===== config.mk =====
export PLATFORM = sky130hd
export DESIGN_NAME = alpha_blend_pixel_format_top
export DESIGN_NICKNAME = d
export VERILOG_FILES = /design/src/abpf_pkg.sv /design/src/abpf_decode.sv /design/src/abpf_mix.sv /design/src/abpf_encode.sv /design/src/alpha_blend_pixel_format_top.sv
export SDC_FILE = /design/constraint.sdc
export NUM_CORES = 2
export LEC_CHECK = 0
export BUFFER_PORTS_ARGS = -buffer_cell sky130_fd_sc_hd__clkbuf_2
export CORE_MARGIN = 2
export CORE_UTILIZATION = 60
export CTS_CLUSTER_DIAMETER = 200
export DETAILED_ROUTE_END_ITERATION = 8
export PLACE_DENSITY_LB_ADDON = 0.08
export SETUP_SLACK_MARGIN = 0.2
export SYNTH_ARGS = -nofsm -noshare
export SYNTH_HDL_FRONTEND = slang
export SYNTH_SLANG_ARGS = --single-unit
export TNS_END_PERCENT = 1

===== constraint.sdc =====
create_clock -name clk -period 5.87 [get_ports clk]
set_input_delay 0.2935 -clock clk [delete_from_list [all_inputs] [get_ports clk]]
set_output_delay 0.2935 -clock clk [all_outputs]
set_load 0.03 [all_outputs]

===== src/abpf_pkg.sv =====
package abpf_pkg;

    localparam logic [2:0] FMT_RGB24  = 3'd0;
    localparam logic [2:0] FMT_BGR24  = 3'd1;
    localparam logic [2:0] FMT_RGBX32 = 3'd2;
    localparam logic [2:0] FMT_BGRX32 = 3'd3;
    localparam logic [2:0] FMT_RGBA32 = 3'd4;
    localparam logic [2:0] FMT_GREYA  = 3'd5;

    localparam logic [7:0] FULL = 8'hFF;

    // Reciprocals for exact truncating division: floor(x/d) = (x*M) >> s
    localparam int         DIV255_SHIFT   = 24;
    localparam logic [16:0] DIV255_MUL    = 17'(((64'd1 << 24) + 64'd254) / 64'd255);
    localparam int         DIV65025_SHIFT = 40;
    localparam logic [24:0] DIV65025_MUL  =
        25'(((64'd1 << 40) + 64'd65024) / 64'd65025);
    localparam int         DIV3_SHIFT     = 12;
    localparam logic [10:0] DIV3_MUL      = 11'(((64'd1 << 12) + 64'd2) / 64'd3);

    typedef struct packed {
        logic [7:0] src_red;
        logic [7:0] src_green;
        logic [7:0] src_blue;
        logic [7:0] src_alpha;
        logic [7:0] dst_byte0;
        logic [7:0] dst_byte1;
        logic [7:0] dst_byte2;
        logic [7:0] dst_byte3;
    } in_item_t;

    typedef struct packed {
        logic       write_enable;
        logic [7:0] out_byte0;
        logic [7:0] out_byte1;
        logic [7:0] out_byte2;
        logic [7:0] out_byte3;
    } out_item_t;

    // Fields carried unchanged down the pipeline
    typedef struct packed {
        logic [2:0][7:0] sc;     // 0 red, 1 green, 2 blue
        logic [7:0]      sa;
        logic [3:0][7:0] dst;
        logic [2:0]      fmt;
        logic            pass;   // transparent source or bad format
        logic            copy;   // opaque source
    } side_t;

    typedef struct packed {
        side_t           side;
        logic [2:0][7:0] dc;
        logic [7:0]      da;
    } dec_item_t;

    typedef struct packed {
        side_t           side;
        logic [2:0][7:0] q;      // sc*sa/255
        logic [2:0][7:0] z;      // dc*da*(255-sa)/65025
        logic [7:0]      tq;     // da*(255-sa)/255
    } mix_item_t;

endpackage


===== src/abpf_decode.sv =====
module abpf_decode
    import abpf_pkg::*;
(
    input  logic      clk,
    input  logic      rst_n,
    input  logic [2:0] fmt,
    input  logic      in_valid,
    output logic      in_stall,
    input  in_item_t  in_data,
    output logic      out_valid,
    input  logic      out_stall,
    output dec_item_t out_data
);

    logic      v_reg;
    dec_item_t d_reg;
    dec_item_t d_next;
    logic      rdy;

    assign rdy      = !v_reg || !out_stall;
    assign in_stall = !rdy;

    always_comb
    begin
        d_next.side.sc[0] = in_data.src_red;
        d_next.side.sc[1] = in_data.src_green;
        d_next.side.sc[2] = in_data.src_blue;
        d_next.side.sa    = in_data.src_alpha;
        d_next.side.dst[0] = in_data.dst_byte0;
        d_next.side.dst[1] = in_data.dst_byte1;
        d_next.side.dst[2] = in_data.dst_byte2;
        d_next.side.dst[3] = in_data.dst_byte3;
        d_next.side.fmt   = fmt;
        d_next.side.pass  = (in_data.src_alpha == 8'd0) || (fmt > FMT_GREYA);
        d_next.side.copy  = (in_data.src_alpha == FULL);
        d_next.dc[0] = in_data.dst_byte0;
        d_next.dc[1] = in_data.dst_byte1;
        d_next.dc[2] = in_data.dst_byte2;
        d_next.da    = FULL;
        case (fmt) inside
            FMT_BGR24, FMT_BGRX32:
            begin
                d_next.dc[0] = in_data.dst_byte2;
                d_next.dc[2] = in_data.dst_byte0;
            end
            FMT_GREYA:
            begin
                d_next.dc[1] = in_data.dst_byte0;
                d_next.dc[2] = in_data.dst_byte0;
                d_next.da    = in_data.dst_byte1;
            end
            FMT_RGBA32:
            begin
                d_next.da = in_data.dst_byte3;
            end
            default:
            begin
            end
        endcase
    end

    always_ff @(posedge clk or negedge rst_n)
    begin
        if (!rst_n)
            v_reg <= 1'b0;
        else if (rdy)
            v_reg <= in_valid;
    end

    always_ff @(posedge clk)
    begin
        if (rdy)
            d_reg <= d_next;
    end

    assign out_valid = v_reg;
    assign out_data  = d_reg;

endmodule


===== src/abpf_mix.sv =====
module abpf_mix
    import abpf_pkg::*;
(
    input  logic      clk,
    input  logic      rst_n,
    input  logic      in_valid,
    output logic      in_stall,
    input  dec_item_t in_data,
    output logic      out_valid,
    input  logic      out_stall,
    output mix_item_t out_data
);

    // stage A: products; stage B: second product and /255; stage C: /65025
    logic             va_reg, vb_reg, vc_reg;
    logic             rdy_a, rdy_b, rdy_c;

    side_t            a_side_reg;
    logic [2:0][15:0] a_sp_reg;
    logic [2:0][7:0]  a_dc_reg;
    logic [15:0]      a_t_reg;
    logic [2:0][15:0] a_sp_next;
    logic [15:0]      a_t_next;

    side_t            b_side_reg;
    logic [2:0][7:0]  b_q_reg;
    logic [2:0][23:0] b_y_reg;
    logic [7:0]       b_tq_reg;
    logic [2:0][7:0]  b_q_next;
    logic [2:0][23:0] b_y_next;
    logic [7:0]       b_tq_next;
    logic [2:0][32:0] b_qp;
    logic [32:0]      b_tp;

    mix_item_t        c_reg;
    mix_item_t        c_next;
    logic [2:0][48:0] c_zp;

    assign rdy_c    = !vc_reg || !out_stall;
    assign rdy_b    = !vb_reg || rdy_c;
    assign rdy_a    = !va_reg || rdy_b;
    assign in_stall = !rdy_a;

    always_comb
    begin
        for (int i = 0; i < 3; i++)
            a_sp_next[i] = 16'(in_data.side.sc[i]) * 16'(in_data.side.sa);
        a_t_next = 16'(in_data.da) * 16'(FULL - in_data.side.sa);
    end

    always_comb
    begin
        for (int i = 0; i < 3; i++)
        begin
            b_qp[i]     = 33'(a_sp_reg[i]) * 33'(DIV255_MUL);
            b_q_next[i] = b_qp[i][DIV255_SHIFT +: 8];
            b_y_next[i] = 24'(a_dc_reg[i]) * 24'(a_t_reg);
        end
        b_tp      = 33'(a_t_reg) * 33'(DIV255_MUL);
        b_tq_next = b_tp[DIV255_SHIFT +: 8];
    end

    always_comb
    begin
        c_next.side = b_side_reg;
        c_next.q    = b_q_reg;
        c_next.tq   = b_tq_reg;
        for (int i = 0; i < 3; i++)
        begin
            c_zp[i]     = 49'(b_y_reg[i]) * 49'(DIV65025_MUL);
            c_next.z[i] = c_zp[i][DIV65025_SHIFT +: 8];
        end
    end

    always_ff @(posedge clk or negedge rst_n)
    begin
        if (!rst_n)
        begin
            va_reg <= 1'b0;
            vb_reg <= 1'b0;
            vc_reg <= 1'b0;
        end
        else
        begin
            if (rdy_a)
                va_reg <= in_valid;
            if (rdy_b)
                vb_reg <= va_reg;
            if (rdy_c)
                vc_reg <= vb_reg;
        end
    end

    always_ff @(posedge clk)
    begin
        if (rdy_a)
        begin
            a_side_reg <= in_data.side;
            a_sp_reg   <= a_sp_next;
            a_dc_reg   <= in_data.dc;
            a_t_reg    <= a_t_next;
        end
        if (rdy_b)
        begin
            b_side_reg <= a_side_reg;
            b_q_reg    <= b_q_next;
            b_y_reg    <= b_y_next;
            b_tq_reg   <= b_tq_next;
        end
        if (rdy_c)
            c_reg <= c_next;
    end

    assign out_valid = vc_reg;
    assign out_data  = c_reg;

endmodule


===== src/abpf_encode.sv =====
module abpf_encode
    import abpf_pkg::*;
(
    input  logic      clk,
    input  logic      rst_n,
    input  logic      in_valid,
    output logic      in_stall,
    input  mix_item_t in_data,
    output logic      out_valid,
    input  logic      out_stall,
    output out_item_t out_data
);

    // stage A: channel sums and opaque select; stage B: gray and byte packing
    logic            va_reg, vb_reg;
    logic            rdy_a, rdy_b;

    side_t           a_side_reg;
    logic [2:0][7:0] a_c_reg;
    logic [7:0]      a_alpha_reg;
    logic [9:0]      a_sum_reg;
    logic [2:0][7:0] a_c_next;
    logic [7:0]      a_alpha_next;

    out_item_t       b_reg;
    out_item_t       b_next;
    logic [20:0]     grey_p;
    logic [7:0]      grey;

    assign rdy_b    = !vb_reg || !out_stall;
    assign rdy_a    = !va_reg || rdy_b;
    assign in_stall = !rdy_a;

    always_comb
    begin
        for (int i = 0; i < 3; i++)
            a_c_next[i] = in_data.side.copy ? in_data.side.sc[i]
                                            : in_data.q[i] + in_data.z[i];
        a_alpha_next = in_data.side.copy ? in_data.side.sa
                                         : in_data.side.sa + in_data.tq;
    end

    always_comb
    begin
        grey_p = 21'(a_sum_reg) * 21'(DIV3_MUL);
        grey   = grey_p[DIV3_SHIFT +: 8];

        b_next.write_enable = !a_side_reg.pass;
        b_next.out_byte0    = a_side_reg.dst[0];
        b_next.out_byte1    = a_side_reg.dst[1];
        b_next.out_byte2    = a_side_reg.dst[2];
        b_next.out_byte3    = a_side_reg.dst[3];
        if (!a_side_reg.pass)
        begin
            case (a_side_reg.fmt) inside
                FMT_BGR24, FMT_BGRX32:
                begin
                    b_next.out_byte0 = a_c_reg[2];
                    b_next.out_byte1 = a_c_reg[1];
                    b_next.out_byte2 = a_c_reg[0];
                end
                FMT_GREYA:
                begin
                    b_next.out_byte0 = grey;
                    b_next.out_byte1 = a_alpha_reg;
                end
                default:
                begin
                    b_next.out_byte0 = a_c_reg[0];
                    b_next.out_byte1 = a_c_reg[1];
                    b_next.out_byte2 = a_c_reg[2];
                end
            endcase
            case (a_side_reg.fmt) inside
                FMT_RGBX32, FMT_BGRX32: b_next.out_byte3 = FULL;
                FMT_RGBA32:             b_next.out_byte3 = a_alpha_reg;
                default:                b_next.out_byte3 = a_side_reg.dst[3];
            endcase
        end
    end

    always_ff @(posedge clk or negedge rst_n)
    begin
        if (!rst_n)
        begin
            va_reg <= 1'b0;
            vb_reg <= 1'b0;
        end
        else
        begin
            if (rdy_a)
                va_reg <= in_valid;
            if (rdy_b)
                vb_reg <= va_reg;
        end
    end

    always_ff @(posedge clk)
    begin
        if (rdy_a)
        begin
            a_side_reg  <= in_data.side;
            a_c_reg     <= a_c_next;
            a_alpha_reg <= a_alpha_next;
            a_sum_reg   <= 10'(a_c_next[0]) + 10'(a_c_next[1]) + 10'(a_c_next[2]);
        end
        if (rdy_b)
            b_reg <= b_next;
    end

    assign out_valid = vb_reg;
    assign out_data  = b_reg;

endmodule


===== src/alpha_blend_pixel_format_top.sv =====
// Throughput: one item per cycle when the output is not stalled; six register stages
// (decode, three multiply/divide stages, blend/sum, gray divide and pack), each
// holding its item when stalled; a result is valid once it has passed all six.
// Reset: rst_n asynchronous, active low; clears all stage valid bits and sets
// pixel_format to RGBA32.
module alpha_blend_pixel_format_top
    import abpf_pkg::*;
(
    input  logic      clk,
    input  logic      rst_n,
    input  logic      cfg_we,
    input  logic [2:0] cfg_wdata,
    input  logic      in_valid,
    output logic      in_stall,
    input  in_item_t  in_data,
    output logic      out_valid,
    input  logic      out_stall,
    output out_item_t out_data
);

    logic [2:0] pixel_format_reg;

    logic       dec_valid, dec_stall;
    dec_item_t  dec_data;
    logic       mix_valid, mix_stall;
    mix_item_t  mix_data;

    always_ff @(posedge clk or negedge rst_n)
    begin
        if (!rst_n)
            pixel_format_reg <= FMT_RGBA32;
        else if (cfg_we)
            pixel_format_reg <= cfg_wdata;
    end

    abpf_decode u_decode (
        .clk       (clk),
        .rst_n     (rst_n),
        .fmt       (pixel_format_reg),
        .in_valid  (in_valid),
        .in_stall  (in_stall),
        .in_data   (in_data),
        .out_valid (dec_valid),
        .out_stall (dec_stall),
        .out_data  (dec_data)
    );

    abpf_mix u_mix (
        .clk       (clk),
        .rst_n     (rst_n),
        .in_valid  (dec_valid),
        .in_stall  (dec_stall),
        .in_data   (dec_data),
        .out_valid (mix_valid),
        .out_stall (mix_stall),
        .out_data  (mix_data)
    );

    abpf_encode u_encode (
        .clk       (clk),
        .rst_n     (rst_n),
        .in_valid  (mix_valid),
        .in_stall  (mix_stall),
        .in_data   (mix_data),
        .out_valid (out_valid),
        .out_stall (out_stall),
        .out_data  (out_data)
    );

endmodule


# [Yosys cells after proc, flatten, opt, wreduce, memory -nomap -nowiden]
# Index checks and enable logic that the tools add are counted.
[word_totals] wordCells=163 output_inout_bits=35 mem_count=0 ramBits=0 ff_bits=676 mem_bits_ro=0 latch_bits=0 inputBits=72
[op_classes] muxes=18 n_lt_le_gt_ge=1 reduce_logical=20 n_eq_ne=10 bitwise=0 mul=15 div_mod_pow=0 add_sub_neg=7 n_shift=0
[op_table] operator="$mul 24x25->48 const B" n=3
[op_table] operator="$mul 16x16->31 const B" n=4
[op_table] operator="$mux 8" n=15
[op_table] operator="$mul 8x16->24" n=3
[op_table] operator="$mul 8x8->16" n=3
[op_table] operator="$add 8x8->8" n=4
[op_table] operator="$mux 16" n=2
[op_table] operator="$mux 32" n=1
[op_table] operator="$mul 10x10->19 const B" n=1
[op_table] operator="$mul 8x16->16" n=1
[op_table] operator="$eq 3x3->1 const B" n=4
[op_table] operator="$add 10x8->10" n=1
[op_table] operator="$add 8x8->9" n=1
[op_table] operator="$eq 3x2->1 const B" n=3
[op_table] operator="$logic_not 1->1" n=9
[op_table] operator="$sub 8x8->9 const A" n=1
[op_table] operator="$eq 8x8->1 const B" n=1
[op_table] operator="$logic_not 8->1" n=1
[op_table] operator="$logic_or 1x1->1" n=7
[op_table] operator="$eq 3x1->1 const B" n=2
[op_table] operator="$reduce_or 2->1" n=3
[op_table] operator="$gt 3x3->1 const B" n=1

# [Longest topological paths before layout]
[depth] word_depth=8 ltp_mapped=23 depth_no_buf=23

# [Hierarchy]
# Synthesis repeated with hierarchy kept, for this count alone.
[unflattened] hier_cells=5598 area_unflattened_um2=64131.5
[by_module_without_submodules] module="abpf_mix" seq_area_each_um2=13738.2 cells_each=4749 area_each_um2=52724.3 instances=1
[by_module_without_submodules] module="abpf_encode" seq_area_each_um2=3383.2 cells_each=685 area_each_um2=7744.9 instances=1
[by_module_without_submodules] module="abpf_decode" seq_area_each_um2=3057.9 cells_each=158 area_each_um2=3552.2 instances=1
[by_module_without_submodules] module="alpha_blend_pixel_format_top" seq_area_each_um2=76.3 cells_each=6 area_each_um2=110.1 instances=1

# [Least setup slack after synthesis]
# No wires, ideal clock.
[synth_timing] kind="register to register" from="reg u_mix.b_y_reg[65] (netlist bit)" to="reg u_mix.c_reg (netlist bit u_mix.out_data[31]) (data pin)" t_required_ns=5.609 period_less_slack_ns=5.259 arrival_ns=4.998 setup_ns=0.261 path_buffers=0 path_slack_ns=0.611 path_stages_with_launch=21 cell_sequence="edfxtp_1 > ha_1 > inv_1 > ha_1 > inv_1 > fa_1 > fa_1 > fa_1 > inv_1 > fa_1 > ha_1 > ha_1 > nand4_1 > nor2_1 > nand3_1 > a2111oi_0 > o2111ai_1 > a21oi_1 > o31a_1 > o21ai_1 > xnor2_1"
[synth_rtl] element="start: declaration" line_no="abpf_mix.sv:27" rtl="logic [2:0][23:0] b_y_reg;"
[synth_rtl] element="start signal: assignment" line_no="abpf_mix.sv:107" rtl="b_y_reg <= b_y_next;"
[synth_rtl] element="end signal: assignment" line_no="abpf_mix.sv:111" rtl="c_reg <= c_next;"
[synth_rtl] element="end: declaration" line_no="abpf_mix.sv:35" rtl="mix_item_t c_reg;"

==> results_dict.tcl <==
set metrics [dict create \
    placedCellCount 7011 \
    place_hpwl_um 112000 \
    numPortBuffers 106 \
    coreArea_um2 105000 \
    grt-ovfl-total 0 \
    max_freq_mhz 183 \
    cp.required_ps 6260 \
    syn_area_um2 63500 \
    period_share_pct 93.0 \
    clock_sink_count 676 \
    seq_area_frac_synth_pct 31.9 \
    dr.pass1.iters 5 \
    rsz0062_at_grt "true" \
    regArea_um2 20300 \
    h-tree-depth 3 \
    worstMarginPinSlew_ps 1100 \
    synth_cells 5511 \
    yosysWarnings 0 \
    grt_usage_pct 27.0 \
    setup_viol 0 \
    cts_tree "yes" \
    io_pins 107 \
    largest_register_ffs 125 \
    gp_congestion 0.904 \
    worst_clock_skew_ps 29.1 \
    wirelength_um 141000 \
    whs_ps 37.0 \
    first_global_vias 41600 \
    root_buffer "clkbuf_16" \
    insertion_delay_ps 660 \
    avgViaCountPerCell 5.50 \
    multiInputGateArea_um2 39500 \
    worst_ep_arrival_time_ps 5840 \
    synth.avg_cell_area_um2 11.5 \
    antenna_found_initial 6 \
    max-slew-margin-rel_pct 26.7 \
    synthDistinctLibCells 75 \
    cp_max_fo 6 \
    area_growth_syn_to_layout_pct 10.3 \
    final_cells 7263 \
    min_path_type "input port to asynchronous set/reset pin" \
    synth_nets 7468 \
    fill_cells 8080 \
    drt_iter0_drc 2483 \
    post_drt_wl_per_cell_um 19.4 \
    drc 0 \
    cts_buffers 77 \
    dieHeight_um 329 \
    synth_edf_count 667 \
    tns_ps 0 \
    drive_gt1_share_pct 7.80 \
    ys_async_sr_fraction_pct 1.33 \
    final_area_um2 70100 \
    clock_path_buffers 3 \
    grt_max_degree 112 \
    rows 119 \
    hold_viol 0 \
    cp-start-kind "register" \
    maxCapViolations 0 \
    place_area_um2 66300 \
    drtAntennaViolNets 0 \
    path_class "register to register" \
    dieArea_um2 109000 \
    synth-seq-cells 676 \
    clk_pin_slew_ps 60 \
    die_w_um 329 \
    route.vias.total 39900 \
    synth_ff_type "edfxtp_1" \
    grt_pass1_wl_um 226000 \
    drv_slew 0 \
    period_needed_ps 5460 \
    nNetsFinal 7766 \
    initial_core_util_pct 60.4 \
    status "completed" \
    critical_path.endpoint_type "register" \
]
[final timing paths]
kind	endpoint	slack, ps	startpoint	depth (start not counted)
min in group clk	u_decode.out_data[37]$_DFFE_PN_	40	in_data[24]	1
max reg2reg	u_mix.out_data[31]$_DFFE_PP_	410	u_mix.b_y_reg[61]$_DFFE_PP_	21
max	u_mix.out_data[31]$_DFFE_PP_	410	u_mix.b_y_reg[61]$_DFFE_PP_	21
min	u_encode.va_reg$_DFFE_PN0P_	40	rst_n	2
min reg2reg	u_mix.b_side_reg[13]$_DFFE_PP_	410	u_mix.a_side_reg[13]$_DFFE_PP_	0
max in group asynchronous	pixel_format_reg[1]$_DFFE_PN0P_	5020	rst_n	3
[cell families after synthesis]
group	synth area share, %
adders and majority gates	44.2
and+or+nand+nor	9.00
buffers and inverters	6.23
DFF	31.9
AOI/OAI and AO/OA	5.16
xor gates and xnor gates	2.61
muxes	0.888
[critical path, cell delays in order (launching register included)]
cell,delay [ps]
edfxtp_1,500
buf_4,180
ha_1,180
ha_1,270
ha_1,270
inv_1,50
fa_1,530
inv_1,60
fa_1,520
inv_1,60
fa_1,530
inv_1,40
ha_1,280
nand2_1,80
o21ai_0,120
a221oi_2,340
o211ai_1,180
o2111ai_2,330
a21oi_2,100
o31a_1,320
o21ai_2,170
xnor2_1,80
[layout make-up]
type	instances	area share, %
Tap cell	1391	2.48
Multi-Input combinational cell	3780	56.3
Clock inverter	57	0.893
Antenna cell	2	0.00714
Timing Repair Buffer	324	3.52
Sequential cell	676	28.9
Inverter	950	5.10
Clock buffer	83	2.78
[metrics by stage]
stage	setup slack, ps	util (%)
2_1_floorplan	611	-
3_3_place_gp	-67.1	63.1
3_5_place_dp	-139	63.1
4_1_cts	263	66.2
5_1_grt	169	66.7
6_report	412	66.7
[routing by layer]
| layer | global-route usage [%] | routed length [um] |
|---|---|---|
| met1 | 38.5 | 63800 |
| met2 | 44.3 | 66500 |
| met3 | 3.49 | 7220 |
| met4 | 6.67 | 3300 |
| met5 | 0 | 28 |
[cells in the mapped netlist, drive strengths merged, types with 3 or more instances]
cell	count	area (um2)
or2	5	31.3
dfrtp	8	200
a31oi	14	87.6
fa	603	12100
mux2	35	394
or3	11	68.8
nor3	36	180
a21o	35	263
a311oi	3	26.3
xor2	39	342
and2	316	1980
buf	3	11.3
nand3	55	275
a41o	4	40.0
a211oi	15	118
nand4	18	113
and3	22	138
mux2i	17	170
clkbuf	102	383
o211ai	17	133
ha	1282	16000
o21ai	114	574
and4	3	26.3
o41a	6	67.6
o31a	4	35.0
a2111oi	5	62.6
nor2b	70	445
o22ai	17	106
nand2b	50	313
xnor2	150	1310
nor2	149	559
o41ai	8	111
inv	950	3570
nor4	4	25.0
o21bai	14	105
o21a	37	278
nand2	404	1520
o2111ai	11	96.3
edfxtp	667	20000
a21boi	8	60.1
a21oi	164	836
o31ai	5	56.3
a211o	6	52.6
[what timing repair did]
| item | in CTS | in global routing |
|---|---|---|
| endpoints found under the setup margin | 6 | 21 |
| endpoints found under the hold margin | 76 | 0 |
| setup buffers | 0 | 44 |
| gates resized for setup | 3 | 16 |
| pin swaps | 0 | 5 |
| hold buffers | 66 | 0 |
[layout by cell type, fill, tap and decap left out, types with 35 or more instances in the layout]
cell type      instances
nand2_1              402
ha_1                1281
inv_1                947
o21ai_0               91
nor2_1               148
buf_4                141
fa_1                 603
xor2_1                39
o21a_1                37
a21o_1                35
clkbuf_2             106
nor2b_1               69
nand3_1               54
nor3_1                36
a21oi_1              155
clkbuf_16             77
edfxtp_1             667
xnor2_1              150
dlygate4sd3_1         66
nand2b_1              50
and2_1               316
mux2_2                35
Power is left out: the tool's default activity adds up to more than one toggle a clock period on the data nets, which glitch-free logic cannot reach.
